File: src/rtl/ircs_pkg.sv
// ----------------------------------------------------------------------------
// ircs_pkg
// Types and codes shared by the intercore rendezvous and sync unit.
// ----------------------------------------------------------------------------
package ircs_pkg;

  localparam int TAG_W  = 32;
  localparam int ADDR_W = 32;
  localparam int SIZE_W = 16;
  localparam int PEER_W = 6;
  localparam int EV_W   = 5;
  localparam int TGT_W  = 16;
  localparam int CID_W  = 6;

  // instruction opcodes
  localparam logic [2:0] OP_SEND = 3'd0;
  localparam logic [2:0] OP_RECV = 3'd1;
  localparam logic [2:0] OP_SYNC = 3'd2;
  localparam logic [2:0] OP_WAIT = 3'd3;
  localparam logic [2:0] OP_NOP  = 3'd4;

  // incoming message kinds
  localparam logic [1:0] MSG_SREADY = 2'd0;
  localparam logic [1:0] MSG_RREADY = 2'd1;
  localparam logic [1:0] MSG_SDATA  = 2'd2;
  localparam logic [1:0] MSG_SYNC   = 2'd3;

  localparam logic REQ_INST = 1'b0;

  typedef enum logic [2:0] {
    K_SREADY = 3'd0,
    K_RREADY = 3'd1,
    K_SDATA  = 3'd2,
    K_SYNC   = 3'd3,
    K_MRD    = 3'd4,
    K_MWR    = 3'd5,
    K_COMMIT = 3'd6,
    K_ERR    = 3'd7
  } kind_t;

  typedef enum logic [1:0] {
    MODE_IDLE = 2'd0,
    MODE_SEND = 2'd1,
    MODE_RECV = 2'd2,
    MODE_WAIT = 2'd3
  } mode_t;

  typedef enum logic [1:0] {
    ST_IDLE = 2'd0,
    ST_EXEC = 2'd1,
    ST_EMIT = 2'd2
  } state_t;

  typedef struct packed {
    kind_t               kind;
    logic [PEER_W-1:0]   dest;
    logic [TAG_W-1:0]    tag;
    logic [ADDR_W-1:0]   addr;
    logic [SIZE_W-1:0]   size;
    logic [EV_W-1:0]     event_idx;
  } res_t;

  typedef struct packed {
    logic active;
    logic done;
  } emit_stat_t;

  localparam res_t RES_ZERO = '0;

endpackage

File: src/rtl/ircs_ram.sv
// ----------------------------------------------------------------------------
// ircs_ram
// Generic single-write, single-read RAM with registered read data.
// ----------------------------------------------------------------------------
module ircs_ram #(
  parameter int WIDTH = 32,
  parameter int DEPTH = 64,
  parameter int AW    = 6
) (
  input  logic             clk,
  input  logic             we,
  input  logic [AW-1:0]    waddr,
  input  logic [WIDTH-1:0] wdata,
  input  logic [AW-1:0]    raddr,
  output logic [WIDTH-1:0] rdata
);

  logic [WIDTH-1:0] mem [DEPTH];

  always_ff @(posedge clk) begin
    if (we) begin
      mem[waddr] <= wdata;
    end
    rdata <= mem[raddr];
  end

endmodule

File: src/rtl/ircs_emit.sv
// ----------------------------------------------------------------------------
// ircs_emit
// Result queue: holds up to three results and plays them out one per cycle.
// ----------------------------------------------------------------------------
module ircs_emit
  import ircs_pkg::*;
(
  input  logic       clk,
  input  logic       rst_n,
  input  logic       load,
  input  res_t       res_in [3],
  input  logic [1:0] res_cnt,
  output res_t       res_out,
  output logic       res_valid,
  output logic       res_last,
  output emit_stat_t stat
);

  res_t       q_r [3];
  logic [1:0] cnt_r;
  logic [1:0] idx_r;
  logic       active_r;
  logic       is_last;

  assign is_last   = (idx_r == 2'(cnt_r - 2'd1));
  assign res_out   = q_r[idx_r];
  assign res_valid = active_r;
  assign res_last  = active_r & is_last;
  assign stat      = '{active: active_r, done: active_r & is_last};

  always_ff @(posedge clk) begin
    if (!rst_n) begin
      active_r <= 1'b0;
      idx_r    <= 2'd0;
      cnt_r    <= 2'd0;
    end else if (load) begin
      active_r <= (res_cnt != 2'd0);
      idx_r    <= 2'd0;
      cnt_r    <= res_cnt;
    end else if (active_r) begin
      idx_r <= idx_r + 2'd1;
      if (is_last) begin
        active_r <= 1'b0;
      end
    end
  end

  always_ff @(posedge clk) begin
    if (load) begin
      q_r <= res_in;
    end
  end

endmodule

File: src/rtl/intercore_rendezvous_sync_unit.sv
// ----------------------------------------------------------------------------
// intercore_rendezvous_sync_unit
// Send/recv rendezvous, remote sync and local wait for one core.
// ----------------------------------------------------------------------------
// One beat is taken at a time: start is honored while busy is low. The cycle
// after acceptance reads the early-sender tag RAM and the event counter RAM
// and updates state; the beat's results then leave on out_valid one per
// cycle, 0 to 3 of them, out_last on the final one. Busy stays high until
// the beat's results, if any, have left, so no new beat is taken before then.
// Results cannot be held off by the receiver. Reset clears the valid bits of
// both RAMs at once; no clearing pass is needed.
module intercore_rendezvous_sync_unit
  import ircs_pkg::*;
#(
  parameter int NUM_CORES      = 64,
  parameter int NUM_EVENT_REGS = 32,
  parameter int COUNTER_BITS   = 16
) (
  input  logic              clk,
  input  logic              rst_n,
  input  logic              start,
  output logic              busy,
  input  logic              in_req_type,
  input  logic [2:0]        in_opcode,
  input  logic [1:0]        in_msg_kind,
  input  logic [PEER_W-1:0] in_peer_core,
  input  logic [TAG_W-1:0]  in_inst_tag,
  input  logic [ADDR_W-1:0] in_local_addr,
  input  logic [SIZE_W-1:0] in_data_size,
  input  logic [EV_W-1:0]   in_event_index,
  input  logic [TGT_W-1:0]  in_wait_target,
  input  logic              cfg_we,
  input  logic [CID_W-1:0]  cfg_wdata,
  output logic              out_valid,
  output logic [2:0]        out_kind,
  output logic [PEER_W-1:0] out_dest_core,
  output logic [TAG_W-1:0]  out_tag,
  output logic [ADDR_W-1:0] out_addr,
  output logic [SIZE_W-1:0] out_size,
  output logic [EV_W-1:0]   out_event,
  output logic              out_last
);

  localparam int CIDX_W = (NUM_CORES > 1) ? $clog2(NUM_CORES) : 1;
  localparam int EIDX_W = (NUM_EVENT_REGS > 1) ? $clog2(NUM_EVENT_REGS) : 1;

  state_t state_r, state_nxt;
  mode_t  mode_r, mode_nxt;

  logic                    send_ok_r, send_ok_nxt;
  logic [PEER_W-1:0]       send_peer_r, send_peer_nxt;
  logic [TAG_W-1:0]        send_tag_r, send_tag_nxt;
  logic                    recv_ok_r, recv_ok_nxt;
  logic [PEER_W-1:0]       recv_peer_r, recv_peer_nxt;
  logic [ADDR_W-1:0]       pend_addr_r, pend_addr_nxt;
  logic [SIZE_W-1:0]       pend_size_r, pend_size_nxt;
  logic [EV_W-1:0]         wait_idx_r, wait_idx_nxt;
  logic [TGT_W-1:0]        wait_val_r, wait_val_nxt;
  logic [CID_W-1:0]        own_id_r;

  // captured beat
  logic                    x_req_r;
  logic [2:0]              x_op_r;
  logic [1:0]              x_kind_r;
  logic [PEER_W-1:0]       x_peer_r;
  logic [TAG_W-1:0]        x_tag_r;
  logic [ADDR_W-1:0]       x_addr_r;
  logic [SIZE_W-1:0]       x_size_r;
  logic [EV_W-1:0]         x_ev_r;
  logic [TGT_W-1:0]        x_tgt_r;

  logic [NUM_CORES-1:0]      early_ok_r;
  logic [NUM_EVENT_REGS-1:0] ev_vld_r;

  logic                    accept;
  logic [CIDX_W-1:0]       cidx;
  logic [EIDX_W-1:0]       eidx;
  logic                    peer_in, ev_in, from_recv;
  logic [TAG_W-1:0]        tag_rd;
  logic [COUNTER_BITS-1:0] cnt_rd, cnt_cur, cnt_inc;
  logic                    tag_we, cnt_we, early_set, early_clr;
  logic [COUNTER_BITS-1:0] cnt_wdata;

  res_t       res [3];
  logic [1:0] res_n;
  logic       load;
  res_t       res_out;
  emit_stat_t emit_stat;

  assign busy   = (state_r != ST_IDLE);
  assign accept = start & ~busy;
  assign load   = (state_r == ST_EXEC);

  assign cidx      = CIDX_W'(x_peer_r);
  assign eidx      = EIDX_W'(x_ev_r);
  assign peer_in   = (32'(x_peer_r) < NUM_CORES);
  assign ev_in     = (32'(x_ev_r) < NUM_EVENT_REGS);
  assign from_recv = recv_ok_r && (recv_peer_r == x_peer_r);
  assign cnt_cur   = ev_vld_r[eidx] ? cnt_rd : '0;
  assign cnt_inc   = COUNTER_BITS'(cnt_cur + 1'b1);

  ircs_ram #(.WIDTH(TAG_W), .DEPTH(NUM_CORES), .AW(CIDX_W)) u_tag_ram (
    .clk   (clk),
    .we    (tag_we),
    .waddr (cidx),
    .wdata (x_tag_r),
    .raddr (CIDX_W'(in_peer_core)),
    .rdata (tag_rd)
  );

  ircs_ram #(.WIDTH(COUNTER_BITS), .DEPTH(NUM_EVENT_REGS), .AW(EIDX_W)) u_cnt_ram (
    .clk   (clk),
    .we    (cnt_we),
    .waddr (eidx),
    .wdata (cnt_wdata),
    .raddr (EIDX_W'(in_event_index)),
    .rdata (cnt_rd)
  );

  ircs_emit u_emit (
    .clk       (clk),
    .rst_n     (rst_n),
    .load      (load),
    .res_in    (res),
    .res_cnt   (res_n),
    .res_out   (res_out),
    .res_valid (out_valid),
    .res_last  (out_last),
    .stat      (emit_stat)
  );

  assign out_kind      = res_out.kind;
  assign out_dest_core = res_out.dest;
  assign out_tag       = res_out.tag;
  assign out_addr      = res_out.addr;
  assign out_size      = res_out.size;
  assign out_event     = res_out.event_idx;

  // next state of the sequencer
  always_comb begin
    state_nxt = state_r;
    case (state_r)
      ST_IDLE: begin
        if (accept) begin
          state_nxt = ST_EXEC;
        end
      end
      ST_EXEC: begin
        state_nxt = (res_n == 2'd0) ? ST_IDLE : ST_EMIT;
      end
      ST_EMIT: begin
        if (emit_stat.done) begin
          state_nxt = ST_IDLE;
        end
      end
      default: state_nxt = ST_IDLE;
    endcase
  end

  // read-modify-write of the beat in the exec cycle
  always_comb begin
    mode_nxt      = mode_r;
    send_ok_nxt   = send_ok_r;
    send_peer_nxt = send_peer_r;
    send_tag_nxt  = send_tag_r;
    recv_ok_nxt   = recv_ok_r;
    recv_peer_nxt = recv_peer_r;
    pend_addr_nxt = pend_addr_r;
    pend_size_nxt = pend_size_r;
    wait_idx_nxt  = wait_idx_r;
    wait_val_nxt  = wait_val_r;
    tag_we        = 1'b0;
    cnt_we        = 1'b0;
    cnt_wdata     = cnt_inc;
    early_set     = 1'b0;
    early_clr     = 1'b0;
    res[0]        = RES_ZERO;
    res[1]        = RES_ZERO;
    res[2]        = RES_ZERO;
    res_n         = 2'd0;
    if (state_r == ST_EXEC) begin
      if (x_req_r == REQ_INST) begin
        if (mode_r != MODE_IDLE || x_op_r > OP_NOP ||
            (x_op_r <= OP_SYNC && !peer_in)) begin
          res[0].kind = K_ERR;
          res_n       = 2'd1;
        end else begin
          case (x_op_r)
            OP_SEND: begin
              send_ok_nxt   = 1'b1;
              send_peer_nxt = x_peer_r;
              send_tag_nxt  = x_tag_r;
              pend_addr_nxt = x_addr_r;
              pend_size_nxt = x_size_r;
              mode_nxt      = MODE_SEND;
              res[0].kind   = K_SREADY;
              res[0].dest   = x_peer_r;
              res[0].tag    = x_tag_r;
              res_n         = 2'd1;
            end
            OP_RECV: begin
              recv_ok_nxt   = 1'b1;
              recv_peer_nxt = x_peer_r;
              pend_addr_nxt = x_addr_r;
              pend_size_nxt = x_size_r;
              mode_nxt      = MODE_RECV;
              if (early_ok_r[cidx]) begin
                early_clr   = 1'b1;
                res[0].kind = K_RREADY;
                res[0].dest = x_peer_r;
                res[0].tag  = tag_rd;
                res_n       = 2'd1;
              end
            end
            OP_SYNC: begin
              res[0].kind      = K_SYNC;
              res[0].dest      = x_peer_r;
              res[0].event_idx = x_ev_r;
              res[1].kind      = K_COMMIT;
              res_n            = 2'd2;
            end
            OP_WAIT: begin
              if (!ev_in) begin
                res[0].kind = K_ERR;
                res_n       = 2'd1;
              end else if (32'(cnt_cur) == 32'(x_tgt_r)) begin
                cnt_we      = 1'b1;
                cnt_wdata   = '0;
                res[0].kind = K_COMMIT;
                res_n       = 2'd1;
              end else begin
                wait_idx_nxt = x_ev_r;
                wait_val_nxt = x_tgt_r;
                mode_nxt     = MODE_WAIT;
              end
            end
            default: begin
              res[0].kind = K_COMMIT;
              res_n       = 2'd1;
            end
          endcase
        end
      end else begin
        case (x_kind_r)
          MSG_SREADY, MSG_SDATA: begin
            if (from_recv) begin
              if (x_kind_r == MSG_SREADY) begin
                res[0].kind = K_RREADY;
                res[0].dest = x_peer_r;
                res[0].tag  = x_tag_r;
                res_n       = 2'd1;
              end else begin
                recv_ok_nxt = 1'b0;
                mode_nxt    = MODE_IDLE;
                res[0].kind = K_MWR;
                res[0].addr = pend_addr_r;
                res[0].size = pend_size_r;
                res[1].kind = K_COMMIT;
                res_n       = 2'd2;
              end
            end else if (peer_in) begin
              early_set = 1'b1;
              tag_we    = 1'b1;
            end
          end
          MSG_RREADY: begin
            if (send_ok_r && send_peer_r == x_peer_r && x_tag_r == send_tag_r) begin
              send_ok_nxt = 1'b0;
              mode_nxt    = MODE_IDLE;
              res[0].kind = K_MRD;
              res[0].addr = pend_addr_r;
              res[0].size = pend_size_r;
              res[1].kind = K_SDATA;
              res[1].dest = x_peer_r;
              res[1].tag  = send_tag_r;
              res[1].size = pend_size_r;
              res[2].kind = K_COMMIT;
              res_n       = 2'd3;
            end else begin
              res[0].kind = K_ERR;
              res_n       = 2'd1;
            end
          end
          default: begin
            if (ev_in) begin
              cnt_we = 1'b1;
              if (mode_r == MODE_WAIT && x_ev_r == wait_idx_r &&
                  32'(cnt_inc) == 32'(wait_val_r)) begin
                cnt_wdata   = '0;
                mode_nxt    = MODE_IDLE;
                res[0].kind = K_COMMIT;
                res_n       = 2'd1;
              end
            end
          end
        endcase
      end
    end
  end

  always_ff @(posedge clk) begin
    if (!rst_n) begin
      state_r    <= ST_IDLE;
      mode_r     <= MODE_IDLE;
      send_ok_r  <= 1'b0;
      recv_ok_r  <= 1'b0;
      early_ok_r <= '0;
      ev_vld_r   <= '0;
      own_id_r   <= '0;
      send_tag_r  <= '0;
      pend_addr_r <= '0;
      pend_size_r <= '0;
      wait_idx_r  <= '0;
      wait_val_r  <= '0;
    end else begin
      state_r     <= state_nxt;
      mode_r      <= mode_nxt;
      send_ok_r   <= send_ok_nxt;
      recv_ok_r   <= recv_ok_nxt;
      send_tag_r  <= send_tag_nxt;
      pend_addr_r <= pend_addr_nxt;
      pend_size_r <= pend_size_nxt;
      wait_idx_r  <= wait_idx_nxt;
      wait_val_r  <= wait_val_nxt;
      if (cfg_we) begin
        own_id_r <= cfg_wdata;
      end
      if (early_set) begin
        early_ok_r[cidx] <= 1'b1;
      end
      if (early_clr) begin
        early_ok_r[cidx] <= 1'b0;
      end
      if (cnt_we) begin
        ev_vld_r[eidx] <= 1'b1;
      end
    end
  end

  // payload registers
  always_ff @(posedge clk) begin
    send_peer_r <= send_peer_nxt;
    recv_peer_r <= recv_peer_nxt;
    if (accept) begin
      x_req_r  <= in_req_type;
      x_op_r   <= in_opcode;
      x_kind_r <= in_msg_kind;
      x_peer_r <= in_peer_core;
      x_tag_r  <= in_inst_tag;
      x_addr_r <= in_local_addr;
      x_size_r <= in_data_size;
      x_ev_r   <= in_event_index;
      x_tgt_r  <= in_wait_target;
    end
  end

`ifndef SYNTH
  a_out_only_emit: assert property (@(posedge clk) disable iff (!rst_n)
    out_valid |-> state_r == ST_EMIT)
    else $error("result strobe outside emit state");

  a_accept_exec: assert property (@(posedge clk) disable iff (!rst_n)
    accept |=> state_r == ST_EXEC)
    else $error("accepted beat did not enter exec");

  a_send_mode_peer: assert property (@(posedge clk) disable iff (!rst_n)
    mode_r == MODE_SEND |-> send_ok_r)
    else $error("send mode without a send peer");

  a_emit_active: assert property (@(posedge clk) disable iff (!rst_n)
    state_r == ST_EMIT |-> emit_stat.active)
    else $error("emit state with empty result queue");
`endif

endmodule

File: config.mk
export PLATFORM = sky130hd
export DESIGN_NAME = intercore_rendezvous_sync_unit
export DESIGN_NICKNAME = d
export VERILOG_FILES = /design/src/rtl/ircs_pkg.sv /design/src/rtl/ircs_ram.sv /design/src/rtl/ircs_emit.sv /design/src/rtl/intercore_rendezvous_sync_unit.sv
export SDC_FILE = /design/constraint.sdc
export NUM_CORES = 2
export LEC_CHECK = 0
export CORE_UTILIZATION = 35
export DETAILED_ROUTE_END_ITERATION = 6
export DONT_BUFFER_PORTS = 1
export SYNTH_ARGS = -nofsm -noshare
export SYNTH_HDL_FRONTEND = slang
export SYNTH_SLANG_ARGS = --single-unit
File: constraint.sdc
create_clock -name clk -period 6.25 [get_ports clk]
set_input_delay 1.25 -clock clk [delete_from_list [all_inputs] [get_ports clk]]
set_output_delay 1.25 -clock clk [all_outputs]
set_load 0.01 [all_outputs]
# After elaboration in Yosys (flattened, before gate mapping)

Memories as Yosys holds them, arrays and structs flattened. A register that Yosys moved wholly into a read port is not among the register bits.
Index checks and enable logic that the tools add are counted.

Add/sub/neg operators: 3
Order comparisons: 6
Eq/ne operators: 28
Mux-type cells: 105
Bitwise logic cells: 13
Reduce and logical (&&, ||, !) cells: 34

Operator list:

| kind                  | number |
|---|---|
| $mux 64               | 3 |
| $bmux 94 s2           | 1 |
| $mux 94               | 2 |
| $mux 16               | 8 |
| $mux 38               | 3 |
| $mux 48               | 2 |
| $pmux 48 s2           | 1 |
| $mux 89               | 1 |
| $and 64x64->64        | 1 |
| $not 64->64           | 1 |
| $or 64x64->64         | 1 |
| $pmux 32 s2           | 1 |
| $mux 41               | 1 |
| $mux 1                | 40 |
| $mux 40               | 1 |
| $mux 39               | 1 |
| $mux 2                | 17 |
| $eq 16x16->1          | 2 |
| $eq 32x32->1          | 1 |
| $or 32x32->32         | 1 |
| $mux 3                | 10 |
| $pmux 2 s3            | 3 |
| $add 16x1->16 const B | 1 |
| $eq 6x6->1            | 2 |
| 43 further kinds      | 84 |

Register bits after elaboration: 487
RAM bits: 2560
Input bits: 123
Output and inout port bits: 97
Logic and storage cells: 227
Memories kept: 2

Memories:

| name          | words | width | read ports | clocked after Yosys merged registers in | write ports | line           | text |
|---|---|---|---|---|---|---|---|
| u_tag_ram.mem | 64    | 32    | 1          | 1                                       | 1           | ircs_ram.sv:18 | `logic [WIDTH-1:0] mem [DEPTH];` |
| u_cnt_ram.mem | 32    | 16    | 1          | 1                                       | 1           | ircs_ram.sv:18 |  |

# Logic depth before layout (Yosys ltp)

Word-level depth: 13
Depth in mapped cells: 13
Mapped depth without buffers: 9

# Cells and area by module

From an unflattened synthesis, not the netlist that was laid out.

Cells, all modules: 6809
Area total of the unflattened synthesis: 125452.8 um2

Modules (own cells, without submodules):

| module                         | times used | cells an instance | area an instance (um2) | seq. area each (um2) |
|---|---|---|---|---|
| ircs_ram (u_tag_ram)           | 1          | 3511              | 79039.6                | 62139.6 |
| ircs_ram (u_cnt_ram)           | 1          | 1143              | 20534.7                | 15695.1 |
| intercore_rendezvous_sync_unit | 1          | 1534              | 15200.8                | 7817.5 |
| ircs_emit                      | 1          | 621               | 10677.7                | 8568.2 |

# Worst setup path after synthesis

Ideal clock, no wire load.

Kind: reg2reg
Start: register state_r[1]
End: memory u_cnt_ram.mem[0][14] (netlist bit) (data pin)
Setup time: 0.377 ns
Data arrival time: 6.229 ns
Data required time: 5.873 ns
Slack: -0.356 ns
Stages on the path, launching flop included: 8
Buffers on the path: 1
Period minus slack after synthesis: 6.606 ns
Path through: dfxtp_1 nand2b_1 clkbuf_1 clkinv_1 nand2_1 o21a_1 o31ai_4 a21oi_1

Word-level cells in the longest chain between the ends: 2

RTL lines:

| element                | line                                  | text |
|---|---|---|
| from (decl)            | intercore_rendezvous_sync_unit.sv:47  | `state_t state_r, state_nxt;` |
| from (signal assigned) | intercore_rendezvous_sync_unit.sv:316 | `state_r <= state_nxt;` |
| $eq 2x1->1             | intercore_rendezvous_sync_unit.sv:181 | `if (state_r == ST_EXEC) begin` |
| $mux 16                | intercore_rendezvous_sync_unit.sv:181 |  |
| net cnt_wdata[14]      | intercore_rendezvous_sync_unit.sv:82  | `logic [COUNTER_BITS-1:0] cnt_wdata;` |
| to (decl)              | ircs_ram.sv:18                        |  |

The timed path passes the listed nets, and every way through them passes these cells.

==> results.cfg <==
[sta]
slew_viol_final = 4
setup_violations = 0
fmax_ghz = 0.190
clock_skew_ns = 0.0993
holdWs_ns = 0.432
max_slew_margin_pct = -0.0657
grt_setup_unrepaired = false
fin_crit_sh_pct = 84.2
tightest_slew_ns = 1.50
setup-tns-final_ns = 0
finalHoldViolCount = 0
setup_ws_ns = 0.990
min_period_ns = 5.26

[route]
vias_per_cell = 5.42
via_count = 57100
route.detailed.drc = 2
wl_per_cell_um = 28.7
ant_nets = 0
drt_iter0_drc = 6356
dr.pass1.iters = 7
drt-total-wl_um = 301000

[synth]
synth_most_common_cell = edfxtp_1
ys.flop_type = edfxtp_1
synth-seq-cells = 3092
syn_inst = 5574
synth_edf_count = 2836
yosysTopAreaCellShare_pct = 71.4
synthTopCellsByCount = edfxtp_1 (2,836), mux4_2 (830), dfxtp_1 (256)
syn-cell-area_um2 = 119000
ys_top_cells_by_area = edfxtp_1 (71%), mux4_2 (16%), dfxtp_1 (4.3%)
synth_area_leader_cell = edfxtp_1
synth_sequential_area_ratio_pct = 75.7
avgSynthCellArea_um2 = 21.4
synth.distinct_cells = 77
synth_nets = 5697
synthArstFlopShare_pct = 0
yosysWarnings = 0

[clocking]
cts-root-buf = clkbuf_16
clock_path_buffers = 4
ctsResizeCount = 0
ctsHoldBuffers = 0
cts.clk_slew.worst_paths_ns = 0.06
cts_buffers = 320
insertion_delay_ns = 0.92
postCtsSetupBuffers = 0
cts_tree = built
htreeDepth = 5
clkSinkCount = 3092

[pwr]
internal_power_w = 0.0343
ir_drop_mv = 0.221
seq_power_share_pct = 52.9
share_comb_of_total_power_pct = 4.4
powerDensity_nw_per_um2 = 320
p_sw_w = 0.00920
clock_power_share_pct = 42.7
power_leakage_nw = 41.9
swShare_pct = 21.2

[placement]
hpwl_um = 167000
portBuffers = 0
postPlaceCellArea_um2 = 125000
dp_slack_ns = 1.19
gp_congestion = 0.817

[floorplan]
die_h_um = 586
fp.dieArea_um2 = 343000
fp.dieW_um = 586
row_count = 213
start_util_pct = 35.3
core_um2 = 338000
io_pins = 220

[global_route]
track_usage_pct = 17.3
use_met1_pct = 24.1
gr-usage-met2_pct = 27.9
antenna_found_initial = 34
grt_max_degree = 514
grt_pass1_vias = 57700
grt_pass1_wl_um = 427000
grt-ovfl-total = 0
grt.busiest_layer = met2
grtUsageMet3_pct = 3.23

[outcome]
status = finished, violations left
violations = design-rule violations, max-slew violations

[finish]
fillers = 29500
final_cell_area_um2 = 136000
drive_gt1_share_pct = 28.2
multi_input_area_um2 = 28200
post-route-util_pct = 40.2
nets = 5866
seq_area_um2 = 90300
area_growth_pct = 13.9

[min_path]
hold_depth = 0
hold_end = x_size_r[15]$_DFFE_PP_
hold_class = in2reg
hp-start = in_data_size[15]

[worst_setup_path]
cp-end-kind = register
slowest_delay_ns = 0.79
r2r_start = eidx[1]$_DFFE_PP_
worstSetupPathType = in2reg
worst_path_max_delay_cell = buf_16
crit_chain = buf_16 > buf_16 > buf_16 > mux4_2 > mux4_2 > mux4_2
r2r_cells = 9
rrSetupSlack_ns = 1.16
cp_max_fo = 171
crit_cells = 6
path_delay_family = buffers and inverters
reg2reg_to = u_cnt_ram.mem[27][3]$_DFFE_PP_
worstPathRequired_ns = 6.96
cp_num_buf_inv = 3
startpoint_type = input port
critical_path_arrival_ns = 5.97

[job]
maxCapViolations = 0
[state kept, by name (all words and copies together) (netlist names), 64 cells and up]
register,cells
u_tag_ram.mem,2048
u_cnt_ram.mem,512
u_emit.q_r,151
early_ok_r,64
[cells by family (layout without fill, tap and decap cells)]
logic type / after synthesis / count (layout) / share of synthesized area (%)
XOR/XNOR: 86 / 86 / 0.656
flip-flops: 3092 / 3092 / 75.7
AO/OA/AOI/OAI: 337 / 337 / 2.30
other: 0 / 6 / 0
buffers and inverters: 342 / 767 / 1.17
AND/OR/NAND/NOR: 746 / 746 / 3.25
multiplexers: 971 / 971 / 16.9
[cell type report]
class,instances,share of cell area (%)
flip-flops and latches,3092,66.5
well taps,4515,4.16
repair buffers,171,1.02
multi-input cells,2140,20.8
clock buffers,408,6.41
clock inverters,170,1.11
inverters,18,0.0534
diodes,6,0.0111
[power by group through the flow]
stage	Clock [W]	Combinational, W	Sequential, W
3_5_place_dp	0	0.00178	0.0234
4_1_cts	0.0189	0.00178	0.0230
2_1_floorplan	0	0.00128	0.0235
5_1_grt	0.0196	0.00201	0.0230
6_report	0.0186	0.00192	0.0230
3_3_place_gp	0	0.00173	0.0234
[per-stage QoR]
step | total power (W) | instances
2_1_floorplan | 0.0248 | 5574
3_3_place_gp | 0.0252 | 9932
3_5_place_dp | 0.0252 | 9932
4_1_cts | 0.0437 | 10500
5_1_grt | 0.0446 | 10500
6_report | 0.0435 | 10500
[worst max-delay path by stage]
stage                           start                              to  slack (ns)
floorplan                       start               cidx[0]$_DFFE_PP_        1.59
global placement    eidx[1]$_DFFE_PP_  u_cnt_ram.mem[25][8]$_DFFE_PP_        1.30
finish                in_peer_core[0]     u_tag_ram.rdata[15]$_DFF_P_        0.99
detailed placement  eidx[1]$_DFFE_PP_  u_cnt_ram.mem[27][7]$_DFFE_PP_        1.19
global route          in_peer_core[0]     u_tag_ram.rdata[14]$_DFF_P_        0.74
CTS                 eidx[1]$_DFFE_PP_  u_cnt_ram.mem[27][3]$_DFFE_PP_        1.15
[cell usage in the layout (no fill, tap or decap), types with 7 or more instances in the layout]
cell type / Yosys / routed
edfxtp_1: 2836 / 2836
mux4_2: 830 / 830
clkbuf_16: 0 / 329
dfxtp_1: 256 / 254
nand2_1: 222 / 222
buf_4: 5 / 165
and2_1: 157 / 157
mux2i_1: 111 / 111
nor2_1: 163 / 94
a21boi_0: 81 / 81
xnor2_1: 69 / 69
nor2_4: 0 / 68
o221a_2: 65 / 65
clkinv_2: 0 / 63
clkinv_1: 2 / 62
clkbuf_1: 200 / 62
o21a_1: 37 / 37
nor2b_1: 34 / 33
a22o_1: 33 / 33
o21ai_0: 32 / 32
mux2_2: 30 / 30
nand3_1: 30 / 29
nor3_2: 32 / 27
bufinv_16: 0 / 19
nand4_1: 17 / 17
clkbuf_8: 0 / 17
inv_1: 16 / 16
xor2_1: 15 / 15
a21oi_1: 15 / 14
a31oi_1: 12 / 12
nor2_2: 10 / 11
nand2b_1: 10 / 10
o22ai_1: 10 / 10
nor3_1: 12 / 9
nor4_1: 11 / 9
inv_6: 0 / 8
nand3b_1: 8 / 8
nor3_4: 0 / 8
or2_2: 7 / 7
[metal layers]
layer | up-vias | part of all wire [%]
li1 | 23400 | -
met1 | 30900 | 42
met2 | 2267 | 48
met3 | 412 | 7.9
met4 | 8 | 2.3
met5 | - | 0.012
(Power assumes the default switching activity.)
